### src/rtl/core/hmtp_pkg.sv
// ----------------------------------------------------------------------------
// hmtp_pkg
// Shared types and constants of the height-map token parser.
// ----------------------------------------------------------------------------
package hmtp_pkg;

  localparam int MAX_COLUMNS_DEF = 1024;

  localparam int COL_W      = 11;
  localparam int OUT_TDATA_W = 88;

  localparam logic [2:0] PH_BETWEEN = 3'd0;
  localparam logic [2:0] PH_SIGN    = 3'd1;
  localparam logic [2:0] PH_DIGITS  = 3'd2;
  localparam logic [2:0] PH_COMMA   = 3'd3;
  localparam logic [2:0] PH_ZERO    = 3'd4;
  localparam logic [2:0] PH_HEX     = 3'd5;
  localparam logic [2:0] PH_HALT    = 3'd6;

  localparam logic [1:0] ERR_NONE     = 2'd0;
  localparam logic [1:0] ERR_BAD_CHAR = 2'd1;
  localparam logic [1:0] ERR_OVERFLOW = 2'd2;
  localparam logic [1:0] ERR_MISMATCH = 2'd3;

  localparam logic [7:0] CH_SPACE = 8'h20;
  localparam logic [7:0] CH_PLUS  = 8'h2B;
  localparam logic [7:0] CH_MINUS = 8'h2D;
  localparam logic [7:0] CH_COMMA = 8'h2C;
  localparam logic [7:0] CH_ZERO  = 8'h30;
  localparam logic [7:0] CH_NINE  = 8'h39;
  localparam logic [7:0] CH_X     = 8'h78;
  localparam logic [7:0] CH_LA    = 8'h61;
  localparam logic [7:0] CH_LF    = 8'h66;
  localparam logic [7:0] CH_UA    = 8'h41;
  localparam logic [7:0] CH_UF    = 8'h46;

  localparam logic [31:0] COLOR_DEFAULT = 32'h00FF_FFFF;
  localparam logic [3:0]  DIGIT_LIMIT   = 4'd11;
  localparam logic [3:0]  DIGIT_SAT     = 4'd15;
  localparam logic [33:0] TWO31         = 34'h0_8000_0000;

  typedef struct packed {
    logic signed [31:0] height;
    logic [31:0]        color;
    logic [COL_W-1:0]   column;
    logic               token_valid;
    logic               row_done;
    logic [COL_W-1:0]   row_width;
    logic [1:0]         error;
  } result_t;

endpackage

### src/rtl/core/hmtp_parse_core.sv
// ----------------------------------------------------------------------------
// hmtp_parse_core
// Token state machine: one character or end-of-line per step, at most one
// result per step.
// ----------------------------------------------------------------------------
module hmtp_parse_core #(
  parameter int MAX_COLUMNS = hmtp_pkg::MAX_COLUMNS_DEF
) (
  input  logic              clk,
  input  logic              rst,
  input  logic              step,
  input  logic [7:0]        ch,
  input  logic              eol,
  output logic              res_valid,
  output hmtp_pkg::result_t res
);

  localparam int CW = $clog2(MAX_COLUMNS + 1);

  logic [2:0]    phase,        phase_next;
  logic [33:0]   height_acc,   height_acc_next;
  logic          negative,     negative_next;
  logic [3:0]    digit_count,  digit_count_next;
  logic [31:0]   color_acc,    color_acc_next;
  logic          has_color,    has_color_next;
  logic [CW-1:0] column_count, column_count_next;
  logic [CW-1:0] first_width,  first_width_next;

  logic [1:0]     fail_code;
  logic           is_digit;
  logic [3:0]     digit;
  logic [4:0]     hex_val;
  logic [35:0]    acc_ten;
  logic [33:0]    lim;
  logic           tok_ovf;
  logic           col_full;
  logic           in_token;
  logic [CW-1:0]  n_cols;
  logic [CW+10:0] col_ext;
  logic [CW+10:0] n_ext;
  logic [31:0]    tok_height;
  logic [31:0]    tok_color;

  assign is_digit = (ch >= hmtp_pkg::CH_ZERO) && (ch <= hmtp_pkg::CH_NINE);
  assign digit    = 4'(ch - hmtp_pkg::CH_ZERO);

  always_comb begin
    if (is_digit) begin
      hex_val = {1'b0, digit};
    end else if ((ch >= hmtp_pkg::CH_LA) && (ch <= hmtp_pkg::CH_LF)) begin
      hex_val = 5'(ch - hmtp_pkg::CH_LA + 8'd10);
    end else if ((ch >= hmtp_pkg::CH_UA) && (ch <= hmtp_pkg::CH_UF)) begin
      hex_val = 5'(ch - hmtp_pkg::CH_UA + 8'd10);
    end else begin
      hex_val = 5'h10;
    end
  end

  assign acc_ten = ({2'b00, height_acc} << 3) + ({2'b00, height_acc} << 1) + {32'd0, digit};

  assign lim        = negative ? hmtp_pkg::TWO31 : (hmtp_pkg::TWO31 - 34'd1);
  assign tok_ovf    = (digit_count > hmtp_pkg::DIGIT_LIMIT) || (height_acc > lim);
  assign col_full   = column_count >= CW'(MAX_COLUMNS);
  assign in_token   = phase != hmtp_pkg::PH_BETWEEN;
  assign n_cols     = column_count + CW'(in_token);
  assign col_ext    = {11'd0, column_count};
  assign n_ext      = {11'd0, n_cols};
  assign tok_height = negative ? (32'd0 - height_acc[31:0]) : height_acc[31:0];
  assign tok_color  = has_color ? color_acc : hmtp_pkg::COLOR_DEFAULT;

  always_comb begin
    phase_next        = phase;
    height_acc_next   = height_acc;
    negative_next     = negative;
    digit_count_next  = digit_count;
    color_acc_next    = color_acc;
    has_color_next    = has_color;
    column_count_next = column_count;
    first_width_next  = first_width;
    fail_code         = hmtp_pkg::ERR_NONE;
    res               = '0;
    res_valid         = 1'b0;

    if (step && (phase != hmtp_pkg::PH_HALT)) begin
      if (eol) begin
        if ((phase == hmtp_pkg::PH_COMMA) || (phase == hmtp_pkg::PH_ZERO)) begin
          fail_code = hmtp_pkg::ERR_BAD_CHAR;
        end else if (in_token && col_full) begin
          fail_code = hmtp_pkg::ERR_MISMATCH;
        end else if (in_token && tok_ovf) begin
          fail_code = hmtp_pkg::ERR_OVERFLOW;
        end else if ((first_width != '0) && (n_cols != first_width)) begin
          fail_code = hmtp_pkg::ERR_MISMATCH;
        end else begin
          res_valid = 1'b1;
          if (in_token) begin
            res.height      = tok_height;
            res.color       = tok_color;
            res.column      = col_ext[10:0];
            res.token_valid = 1'b1;
          end
          res.row_done      = 1'b1;
          res.row_width     = n_ext[10:0];
          first_width_next  = n_cols;
          column_count_next = '0;
          phase_next        = hmtp_pkg::PH_BETWEEN;
          height_acc_next   = '0;
          negative_next     = 1'b0;
          digit_count_next  = '0;
          color_acc_next    = '0;
          has_color_next    = 1'b0;
        end
      end else if (ch == hmtp_pkg::CH_SPACE) begin
        if (!in_token) begin
          res_valid = 1'b0;
        end else if ((phase == hmtp_pkg::PH_COMMA) || (phase == hmtp_pkg::PH_ZERO)) begin
          fail_code = hmtp_pkg::ERR_BAD_CHAR;
        end else if (col_full) begin
          fail_code = hmtp_pkg::ERR_MISMATCH;
        end else if (tok_ovf) begin
          fail_code = hmtp_pkg::ERR_OVERFLOW;
        end else begin
          res_valid         = 1'b1;
          res.height        = tok_height;
          res.color         = tok_color;
          res.column        = col_ext[10:0];
          res.token_valid   = 1'b1;
          column_count_next = column_count + CW'(1);
          phase_next        = hmtp_pkg::PH_BETWEEN;
          height_acc_next   = '0;
          negative_next     = 1'b0;
          digit_count_next  = '0;
          color_acc_next    = '0;
          has_color_next    = 1'b0;
        end
      end else begin
        unique case (phase)
          hmtp_pkg::PH_BETWEEN, hmtp_pkg::PH_SIGN, hmtp_pkg::PH_DIGITS: begin
            if ((phase == hmtp_pkg::PH_BETWEEN) &&
                ((ch == hmtp_pkg::CH_PLUS) || (ch == hmtp_pkg::CH_MINUS))) begin
              negative_next = (ch == hmtp_pkg::CH_MINUS);
              phase_next    = hmtp_pkg::PH_SIGN;
            end else if (is_digit) begin
              if (((digit_count != '0) || (digit != '0)) &&
                  (digit_count < hmtp_pkg::DIGIT_SAT)) begin
                digit_count_next = digit_count + 4'd1;
              end
              if (acc_ten > {2'b00, hmtp_pkg::TWO31}) begin
                height_acc_next = hmtp_pkg::TWO31 + 34'd1;
              end else begin
                height_acc_next = acc_ten[33:0];
              end
              phase_next = hmtp_pkg::PH_DIGITS;
            end else if (ch == hmtp_pkg::CH_COMMA) begin
              phase_next = hmtp_pkg::PH_COMMA;
            end else begin
              fail_code = hmtp_pkg::ERR_BAD_CHAR;
            end
          end
          hmtp_pkg::PH_COMMA: begin
            if (ch == hmtp_pkg::CH_ZERO) begin
              phase_next = hmtp_pkg::PH_ZERO;
            end else begin
              fail_code = hmtp_pkg::ERR_BAD_CHAR;
            end
          end
          hmtp_pkg::PH_ZERO: begin
            if (ch == hmtp_pkg::CH_X) begin
              has_color_next = 1'b1;
              color_acc_next = '0;
              phase_next     = hmtp_pkg::PH_HEX;
            end else begin
              fail_code = hmtp_pkg::ERR_BAD_CHAR;
            end
          end
          hmtp_pkg::PH_HEX: begin
            if (!hex_val[4]) begin
              color_acc_next = {color_acc[27:0], hex_val[3:0]};
            end else begin
              fail_code = hmtp_pkg::ERR_BAD_CHAR;
            end
          end
          default: begin
            fail_code = hmtp_pkg::ERR_BAD_CHAR;
          end
        endcase
      end

      if (fail_code != hmtp_pkg::ERR_NONE) begin
        res        = '0;
        res.error  = fail_code;
        res_valid  = 1'b1;
        phase_next = hmtp_pkg::PH_HALT;
      end
    end
  end

  always_ff @(posedge clk) begin
    if (rst) begin
      phase        <= hmtp_pkg::PH_BETWEEN;
      height_acc   <= '0;
      negative     <= 1'b0;
      digit_count  <= '0;
      color_acc    <= '0;
      has_color    <= 1'b0;
      column_count <= '0;
      first_width  <= '0;
    end else begin
      phase        <= phase_next;
      height_acc   <= height_acc_next;
      negative     <= negative_next;
      digit_count  <= digit_count_next;
      color_acc    <= color_acc_next;
      has_color    <= has_color_next;
      column_count <= column_count_next;
      first_width  <= first_width_next;
    end
  end

  a_halt_silent: assert property (@(posedge clk) disable iff (rst)
    (phase == hmtp_pkg::PH_HALT) |-> !res_valid)
    else $error("result produced after halt");

  a_fail_halts: assert property (@(posedge clk) disable iff (rst)
    (res_valid && (res.error != hmtp_pkg::ERR_NONE)) |=> (phase == hmtp_pkg::PH_HALT))
    else $error("error result without halt");

  a_token_clean: assert property (@(posedge clk) disable iff (rst)
    (res_valid && res.token_valid) |-> (res.error == hmtp_pkg::ERR_NONE))
    else $error("token result carries an error");

  a_no_step_no_result: assert property (@(posedge clk) disable iff (rst)
    !step |-> !res_valid)
    else $error("result without a step");

endmodule

### src/rtl/core/hmtp_out_fifo.sv
// ----------------------------------------------------------------------------
// hmtp_out_fifo
// Two-entry result buffer: holds results while the output side stalls.
// ----------------------------------------------------------------------------
module hmtp_out_fifo (
  input  logic              clk,
  input  logic              rst,
  input  logic              push,
  input  hmtp_pkg::result_t push_data,
  output logic              room,
  output logic              out_valid,
  input  logic              out_ready,
  output hmtp_pkg::result_t out_data
);

  hmtp_pkg::result_t entry [0:1];
  logic       wr_ptr;
  logic       rd_ptr;
  logic [1:0] count;
  logic       pop;

  assign room      = count != 2'd2;
  assign out_valid = count != 2'd0;
  assign out_data  = entry[rd_ptr];
  assign pop       = out_valid && out_ready;

  always_ff @(posedge clk) begin
    if (push) begin
      entry[wr_ptr] <= push_data;
    end
  end

  always_ff @(posedge clk) begin
    if (rst) begin
      wr_ptr <= 1'b0;
      rd_ptr <= 1'b0;
      count  <= 2'd0;
    end else begin
      if (push) begin
        wr_ptr <= ~wr_ptr;
      end
      if (pop) begin
        rd_ptr <= ~rd_ptr;
      end
      count <= count + 2'(push) - 2'(pop);
    end
  end

  a_count_range: assert property (@(posedge clk) disable iff (rst)
    count <= 2'd2)
    else $error("buffer count out of range");

  a_no_overrun: assert property (@(posedge clk) disable iff (rst)
    push |-> room)
    else $error("push into full buffer");

  a_pop_drains: assert property (@(posedge clk) disable iff (rst)
    (pop && !push) |=> (count == $past(count) - 2'd1))
    else $error("pop did not drain an entry");

endmodule

### src/rtl/core/height_map_token_parser.sv
// ----------------------------------------------------------------------------
// height_map_token_parser
// Parses height-map text, one character per transaction, into tokens of
// height and color, with row closing and latched error reporting.
// ----------------------------------------------------------------------------
//  channel   dir  tdata                       tlast        tuser
//  s_axis    in   ch[7:0]                     end_of_line  -
//  m_axis    out  height, color, column,      row_done     token_valid
//                 row_width, error
//
//  One input transaction per cycle while the result buffer has room; a result
//  passes through the input register, then the result buffer, on its way out.
//  The per-character state update is one short step of the parse logic.
//  rst is synchronous; it clears the parser state and empties the buffer.
//  Output stalls are absorbed by a two-entry result buffer; input stalls
//  only when both entries are full and the input register holds an item.
// ----------------------------------------------------------------------------
module height_map_token_parser #(
  parameter int MAX_COLUMNS = hmtp_pkg::MAX_COLUMNS_DEF
) (
  input  logic        clk,
  input  logic        rst,
  input  logic        s_axis_tvalid,
  output logic        s_axis_tready,
  input  logic [7:0]  s_axis_tdata,   // ch[7:0]
  input  logic        s_axis_tlast,
  output logic        m_axis_tvalid,
  input  logic        m_axis_tready,
  // height[31:0], color[63:32], column[74:64], row_width[85:75],
  // error[87:86]
  output logic [hmtp_pkg::OUT_TDATA_W-1:0] m_axis_tdata,
  output logic        m_axis_tlast,
  output logic        m_axis_tuser    // token_valid
);

  logic              in_valid;
  logic [7:0]        in_ch;
  logic              in_eol;
  logic              advance;
  logic              room;
  logic              res_valid;
  hmtp_pkg::result_t res;
  hmtp_pkg::result_t out_res;

  assign advance       = in_valid && room;
  assign s_axis_tready = !in_valid || room;

  always_ff @(posedge clk) begin
    if (rst) begin
      in_valid <= 1'b0;
    end else if (s_axis_tready) begin
      in_valid <= s_axis_tvalid;
    end
  end

  always_ff @(posedge clk) begin
    if (s_axis_tvalid && s_axis_tready) begin
      in_ch  <= s_axis_tdata;
      in_eol <= s_axis_tlast;
    end
  end

  hmtp_parse_core #(
    .MAX_COLUMNS(MAX_COLUMNS)
  ) u_core (
    .clk      (clk),
    .rst      (rst),
    .step     (advance),
    .ch       (in_ch),
    .eol      (in_eol),
    .res_valid(res_valid),
    .res      (res)
  );

  hmtp_out_fifo u_fifo (
    .clk      (clk),
    .rst      (rst),
    .push     (res_valid),
    .push_data(res),
    .room     (room),
    .out_valid(m_axis_tvalid),
    .out_ready(m_axis_tready),
    .out_data (out_res)
  );

  assign m_axis_tdata = {out_res.error, out_res.row_width, out_res.column,
                         out_res.color, out_res.height};
  assign m_axis_tlast = out_res.row_done;
  assign m_axis_tuser = out_res.token_valid;

endmodule
### config.mk
export PLATFORM = sky130hd
export DESIGN_NAME = height_map_token_parser
export DESIGN_NICKNAME = d
export VERILOG_FILES = /design/src/rtl/core/hmtp_pkg.sv /design/src/rtl/core/hmtp_parse_core.sv /design/src/rtl/core/hmtp_out_fifo.sv /design/src/rtl/core/height_map_token_parser.sv
export SDC_FILE = /design/constraint.sdc
export NUM_CORES = 1
export LEC_CHECK = 0
export BUFFER_PORTS_ARGS = -buffer_cell sky130_fd_sc_hd__buf_2
export CELL_PAD_IN_SITES_DETAIL_PLACEMENT = 1
export CELL_PAD_IN_SITES_GLOBAL_PLACEMENT = 2
export CORE_MARGIN = 2
export CORE_UTILIZATION = 41
export CTS_CLUSTER_DIAMETER = 60
export CTS_CLUSTER_SIZE = 10
export DETAILED_ROUTE_END_ITERATION = 7
export GPL_TIMING_DRIVEN = 0
export MAX_ROUTING_LAYER = met4
export PLACE_DENSITY_LB_ADDON = 0.1
export SYNTH_ARGS = -nofsm -noshare
export SYNTH_HDL_FRONTEND = slang
export SYNTH_HIERARCHICAL = 1
export SYNTH_SLANG_ARGS = --single-unit
### constraint.sdc
create_clock -name clk -period 10.3 [get_ports clk]
set_input_delay 2.06 -clock clk [delete_from_list [all_inputs] [get_ports clk]]
set_output_delay 2.06 -clock clk [all_outputs]
set_load 0.1 [all_outputs]
======== Word-level counts from Yosys, hierarchy flattened ========
Memories as Yosys holds them, arrays and structs flattened. A register that Yosys moved wholly into a read port is not among the register bits.
Cells that the tools add are included.
storage, ports and cells
  flip-flop bits (word level) ............. 111
  bits in writable memories ............... 180
  input port bits ......................... 13
  output and inout bits ................... 92
  word-level logic and storage cells ...... 265
  memories ................................ 1
cells by class
  add/subtract/negate cells ............... 13
  order comparisons ....................... 11
  eq/ne operators ......................... 38
  mux-type cells .......................... 138
  bitwise logic cells ..................... 6
  reduce and logical (&&, ||, !) cells .... 44
memory list
  memory        words  width  rd ports  clocked after Yosys merged registers in  wr ports  line                 RTL
  u_fifo.entry  2      90     1         1                                        1         hmtp_out_fifo.sv:16  hmtp_pkg::result_t entry [0:1];
operators by type and width
  operator                                                         number
  2-to-1 mux 76 bit                                                7
  2-to-1 mux 32 bit                                                15
  2-to-1 mux 34 bit                                                14
  2-to-1 mux 88 bit                                                4
  2-to-1 mux 90 bit                                                2
  2-to-1 mux 11 bit                                                10
  case mux 32 bit (2 select lines)                                 1
  2-to-1 mux 4 bit                                                 14
  2-to-1 mux 3 bit                                                 16
  == test 8 x 6 -> 1 bit, second input constant                    5
  adder 36 x 35 -> 36 bit                                          1
  adder 36 x 4 -> 36 bit                                           1
  greater-than comparator 36 x 32 -> 1 bit, second input constant  1
  2-to-1 mux 1 bit                                                 36
  greater-than comparator 34 bit                                   1
  subtractor 1 x 32 -> 32 bit, first input constant                1
  2-to-1 mux 2 bit                                                 13
  AND reduction 13 bit                                             2
  != test 3 bit, second input constant                             8
  AND reduction 12 bit                                             2
  AND reduction 11 bit                                             2
  nonzero test 3 bit                                               7
  >= comparator 8 x 7 -> 1 bit, second input constant              2
  less-or-equal comparator 8 x 7 -> 1 bit, second input constant   2
  other kinds (40)                                                 83

======== Longest topological paths before layout ========
  word-level depth ........................ 15
  depth in mapped cells ................... 18
  mapped depth without buffers ............ 17

======== Cells and area by module ========
Netlist, hierarchy kept.
by module, submodules not included
  module                   instances  cells an instance  area an instance (µm²)  seq. area each (µm²)
  hmtp_parse_core          1          1,198              9,091.2                 1,941.9
  hmtp_out_fifo            1          303                7,188.1                 5,505.3
  height_map_token_parser  1          15                 332.8                   290.3

======== Least setup slack after synthesis ========
Ideal clock, no wire load.
  kind .................................... register -> register
  from .................................... register u_core.negative
  to ...................................... memory u_fifo/entry[0][0] (netlist name), enable pin
  library setup time ...................... 550 ps
  arrival ................................. 7,643 ps
  required time ........................... 9,750 ps
  path slack .............................. 2,107 ps
  cell stages (with the launch flop) ...... 14
  buffers on the path ..................... 1
  clock period less this slack ............ 8,193 ps
  path through ............................ dfxtp_1 > inv_1 > ha_1 > nand4_1 > or4_1 > nor4_2 > a41oi_1 > o31ai_1 > o221ai_2 > o32ai_1 > clkbuf_1 > inv_1 > nand2_1 > nor2b_1
between the ends
  word-level cells in the longest chain between the ends .. 15
  elaborated cells between the ends (all ways) .. 28
  those cells by class .................... 1 x order compare; 24 x mux; 3 x reduce/logical
ends and longest elaborated chain
  item                                        line                           RTL
  from (decl)                                 hmtp_parse_core.sv:22          logic negative, negative_next;
  from (signal assigned)                      hmtp_parse_core.sv:211         negative <= negative_next;
  2-to-1 mux 32 bit (*)                       hmtp_parse_core.sv:61          assign lim = negative ? hmtp_pkg::TWO31 : (hmtp_pkg::TWO31 - 34'd1);
  greater-than comparator 34 bit (*)          hmtp_parse_core.sv:62          assign tok_ovf = (digit_count > hmtp_pkg::DIGIT_LIMIT) || (height_acc > lim);
  logical OR 1 bit (*)                        hmtp_parse_core.sv:62
  2-to-1 mux 2 bit                            hmtp_parse_core.sv:120         end else if (tok_ovf) begin
  2-to-1 mux 2 bit                            hmtp_parse_core.sv:118         end else if (col_full) begin
  2-to-1 mux 2 bit                            hmtp_parse_core.sv:116         end else if ((phase == hmtp_pkg::PH_COMMA) || (phase == hmtp_pkg::PH_ZERO)) begin
  2-to-1 mux 2 bit                            hmtp_parse_core.sv:114         if (!in_token) begin
  2-to-1 mux 2 bit                            hmtp_parse_core.sv:113         end else if (ch == hmtp_pkg::CH_SPACE) begin
  2-to-1 mux 2 bit                            hmtp_parse_core.sv:85          if (eol) begin
  2-to-1 mux 2 bit                            hmtp_parse_core.sv:84          if (step && (phase != hmtp_pkg::PH_HALT)) begin
  nonzero test 2 bit                          hmtp_parse_core.sv:189         if (fail_code != hmtp_pkg::ERR_NONE) begin
  2-to-1 mux 1 bit (*)                        hmtp_parse_core.sv:189
  2-to-1 mux 1 bit (*)                        hmtp_parse_core.sv:84
  named net res_valid                         height_map_token_parser.sv:41  logic res_valid;
  2-to-1 mux 1 bit (*)                        hmtp_out_fifo.sv:28            if (push) begin
  2-to-1 mux 1 bit (not written as such) (*)  hmtp_out_fifo.sv:29            entry[wr_ptr] <= push_data;
  to (decl)                                   hmtp_out_fifo.sv:16
The timed path passes the listed nets; every way through them passes the cells marked *. The select of a mux whose other input is x is not followed.

======== Worst setup path after layout ========
  from .................................... register u_core.phase[2]
  to ...................................... memory u_fifo/entry[0][60] (netlist name), enable pin
between the ends
  word-level cells in the longest chain between the ends .. 15
  elaborated cells between the ends (all ways) .. 41
  those cells by class .................... 1 x add/sub; 7 x eq/ne; 23 x mux; 10 x reduce/logical
ends and longest elaborated chain
  item                                        line                           RTL
  from (decl)                                 hmtp_parse_core.sv:20          logic [2:0] phase, phase_next;
  from (signal assigned)                      hmtp_parse_core.sv:200         phase <= hmtp_pkg::PH_BETWEEN;
  from (signal assigned)                      hmtp_parse_core.sv:209         phase <= phase_next;
  nonzero test 3 bit                          hmtp_parse_core.sv:64          assign in_token = phase != hmtp_pkg::PH_BETWEEN;
  adder 11 x 1 -> 11 bit                      hmtp_parse_core.sv:65          assign n_cols = column_count + CW'(in_token);
  != test 11 bit                              hmtp_parse_core.sv:92          end else if ((first_width != '0) && (n_cols != first_width)) begin
  logical AND 1 bit                           hmtp_parse_core.sv:92
  2-to-1 mux 2 bit                            hmtp_parse_core.sv:92
  2-to-1 mux 2 bit                            hmtp_parse_core.sv:90          end else if (in_token && tok_ovf) begin
  2-to-1 mux 2 bit                            hmtp_parse_core.sv:88          end else if (in_token && col_full) begin
  2-to-1 mux 2 bit                            hmtp_parse_core.sv:86          if ((phase == hmtp_pkg::PH_COMMA) || (phase == hmtp_pkg::PH_ZERO)) begin
  2-to-1 mux 2 bit                            hmtp_parse_core.sv:85
  2-to-1 mux 2 bit                            hmtp_parse_core.sv:84
  nonzero test 2 bit                          hmtp_parse_core.sv:189
  2-to-1 mux 1 bit                            hmtp_parse_core.sv:189
  2-to-1 mux 1 bit (*)                        hmtp_parse_core.sv:84
  named net res_valid                         height_map_token_parser.sv:41
  2-to-1 mux 1 bit (*)                        hmtp_out_fifo.sv:28
  2-to-1 mux 1 bit (not written as such) (*)  hmtp_out_fifo.sv:29
Marked as above.

==> impl_results.md <==
* Worst EP arrival at 7060 ps
* Worst path slowest cell: nor3_1
* WP buf/inv at 7
* Share of layout cells above drive strength 1 at 0.1748
* Cts-stage hold buffer count at 0
* Global route overflow at 0
* Pwr/cell area at 267.1 mW/mm^2
* Number of enable flip-flop cells after synthesis at 189
* Cell Chain, Critical Path: buf_2 -> nor3_1 -> inv_1 -> ha_1 -> ha_1 -> xnor2_1 -> o211ai_1 -> a211oi_1 -> nand4bb_1 -> a2111oi_4 -> o221ai_2 -> o32ai_1 -> clkbuf_1 -> inv_1 -> nand2_1 -> nor2b_4 -> buf_12 -> buf_16 -> buf_12
* Via density at 5.502
* Largest net degree at the start of global routing at 65
* Synth area leaders: edfxtp_1 (34%), dfxtp_1 (12%), ha_1 (8.4%), mux2_4 (8.1%), nor2_1 (3.1%)
* Latest clock arrival within the worst-skew pair at 520 ps
* Reg2Reg Setup Slack at 3430 ps
* Sw Pwr at 2.336 mW
* Syn. warnings at 6
* CP Launch Type: register
* P&R area growth vs syn at 14.14%
* First-pass GRT wire length at 71900 um
* Final hold slack at 457.0 ps
* Average size of a mapped cell at 10.96 sq um
* Worst vdd ir at 0.2247 mV
* Sequential share of the synthesized area at 0.4658
* Yosys top cell area share at 0.3416
* H-tree levels at 2
* Core Util, Final at 0.4761
* Most common cell after layout, fill and taps aside: edfxtp_1
* Setup CP Type: register to register
* Status: complete, no violations
* Routability Congestion at 0.8396
* Worst Hold Class: register to register
* Mapped Area at 0.01661 sq mm
* Post-route ant nets at 0
* Synth Register Bits at 292
* Diode count at 0
* DR DRC count at 0
* Clk sinks at 292
* Total track usage at 0.2240
* Post-layout nets at 1788
* Die width at 205.3 um
* Leak at 7.730 nW
* Crit path depth at 19
* Share of flip-flops with an asynchronous set or reset at 0
* Clock skew at 19.02 ps
* WP data required at 10500 ps
* Slew headroom at 0.1567
* Worst hold stages at 2
* Die height at 205.3 um
* Top Ports at 105
* Reg area at 0.007737 sq mm
* Clk pin slew, worst setup/hold paths at 50 ps
* Core outline area at 0.03982 sq mm
* Vias in the first global route at 12760
* Top cell type by total area after synthesis: edfxtp_1
* WL final at 45440 um
* Max cap viols at 0
* PortBufs at 104
* Synthesized Nets at 1642
* Standard-cell row count at 73
* Final HPWL DP at 35070 um
* Routed len/inst at 20.54 um
* Post CTS Setup Buffer Count at 0
* Root buf cell: clkbuf_16
* Synth cell types at 85
* Unrepaired setup endpoints after global routing: no
* Worst-margin pin slew at 1255 ps
* Initial core utilization at 0.4171
* Most frequent cells in the layout: edfxtp_1 (189), nor2_1 (137), buf_2 (121), ha_1 (111), dfxtp_1 (103)
* Mapped Cells at 1516
* Initial DRC count at 507
* Final Hold Viols at 0
* Fin. max-slew vios at 0
* Crit path max-delay family: simple AND/OR/NAND/NOR gates
* Setup Viol. Count Final at 0
* Initial antenna violation count at 0
* Fmax at 145.7 MHz
* DR pass1 iterations at 5
* Fin crit period at 6866 ps
* Register share of total power at 0.308
* Final period util at 0.6666
* Num CTS Buffers at 36
* Top FF cell, synth: edfxtp_1
* Via count at 12180
* Worst-case reg-to-reg path depth at 19
* Internal power at 2.728 mW
* Delay of the slowest critical-path stage at 960 ps
* DIE AREA at 0.04214 sq mm
* CTS tree: yes
* Clock network power share at 0.227
* Multi-input gate area at 0.008195 sq mm
* Critical path fanouts, max at 30
* Comb pwr share at 0.465
* Crit end category: register
* CTS-repair resized insts at 0
* Switching Fraction at 0.4613
* Maximum clock insertion buffer count at 3
* Fillers at 4398
==> power groups by stage <==
| stage | Sequential (mW) | Combinational [mW] | Clock (mW) |
|---|---|---|---|
| CTS | 1.56 | 2.37 | 1.18 |
| detailed placement | 1.59 | 2.37 | 0 |
| finish | 1.56 | 2.35 | 1.15 |
| global placement | 1.61 | 2.32 | 0 |
| floorplan | 1.58 | 1.99 | 0 |
| global route | 1.58 | 2.45 | 1.22 |
==> logic make-up after synthesis <==
kind of cell,synth area share
simple gates,0.1365
buf+inv,0.04150
fa+ha+maj,0.08601
flops,0.4658
other cells,0.0002257
mux,0.08579
xor+xnor,0.03939
compound gates,0.1448
==> worst paths after layout <==
check                        from                   end
min reg2reg  u_core/color_acc[28]  u_core/color_acc[28]
max               u_core/phase[2]   u_fifo/entry[0][60]
min          u_core/color_acc[28]  u_core/color_acc[28]
max reg2reg       u_core/phase[2]   u_fifo/entry[0][60]
==> registers in the layout (all words and copies together) (netlist names), named ones only <==
name,flops
u_core/height_acc,34
u_core/has_color,1
in_eol,1
in_ch,8
u_core/column_count,11
u_core/digit_count,4
u_core/first_width,11
u_core/phase,3
u_fifo/entry,180
u_core/negative,1
u_fifo/wr_ptr,1
u_fifo/count,2
u_fifo/rd_ptr,1
u_core/color_acc,32
in_valid,1
==> cell type report <==
class	instances	area share
clock inverter	6	0.003827
timing repair buffer	108	0.03247
sequential	292	0.4081
tap	525	0.03464
inverter	60	0.01188
multi-input combinational	1092	0.4322
buffer	72	0.02448
clock buffer	58	0.05240
==> metal layers <==
| layer | wire length, um | part of all wire | track usage |
|---|---|---|---|
| met4 | 641 | 0.014 | 0.04496 |
| met3 | 1146 | 0.025 | 0.02376 |
| met5 | 0 | 0 | - |
| met1 | 21410 | 0.47 | 0.2935 |
| met2 | 22250 | 0.49 | 0.3778 |
==> Yosys cell counts (all sizes together) (24+ instances only) <==
master / n
a21o: 24
a21oi: 100
a22o: 28
and2: 30
and3: 24
buf: 37
clkbuf: 35
dfxtp: 103
edfxtp: 189
ha: 111
inv: 59
mux2: 93
nand2: 87
nand3: 59
nor2: 138
o21ai: 64
o31ai: 33
xnor2: 27
xor2: 40
==> worst reg2reg max path, stage by stage (launching register included) <==
cell,delay (ps)
dfxtp_1,300
buf_2,170
nor3_1,970
inv_1,200
ha_1,320
ha_1,240
xnor2_1,320
o211ai_1,130
a211oi_1,250
nand4bb_1,190
a2111oi_4,460
o221ai_2,260
o32ai_1,510
clkbuf_1,460
inv_1,170
nand2_1,220
nor2b_4,660
buf_12,270
buf_16,210
buf_12,220
==> through the flow <==
| step | setup slack (ps) | power, mW | setup TNS [ps] | instance area, sq um | cells |
|---|---|---|---|---|---|
| 2_1_floorplan | 2107 | 3.571 | 0 | 16610 | 1516 |
| 3_3_place_gp | -1789 | 3.930 | -159530 | 17790 | 2145 |
| 3_5_place_dp | 3460 | 3.956 | 0 | 17890 | 2149 |
| 4_1_cts | 3457 | 5.116 | 0 | 18960 | 2213 |
| 5_1_grt | 2978 | 5.251 | 0 | 18960 | 2213 |
| 6_report | 3434 | 5.064 | 0 | 18960 | 2213 |
(Power assumes the default switching activity.)
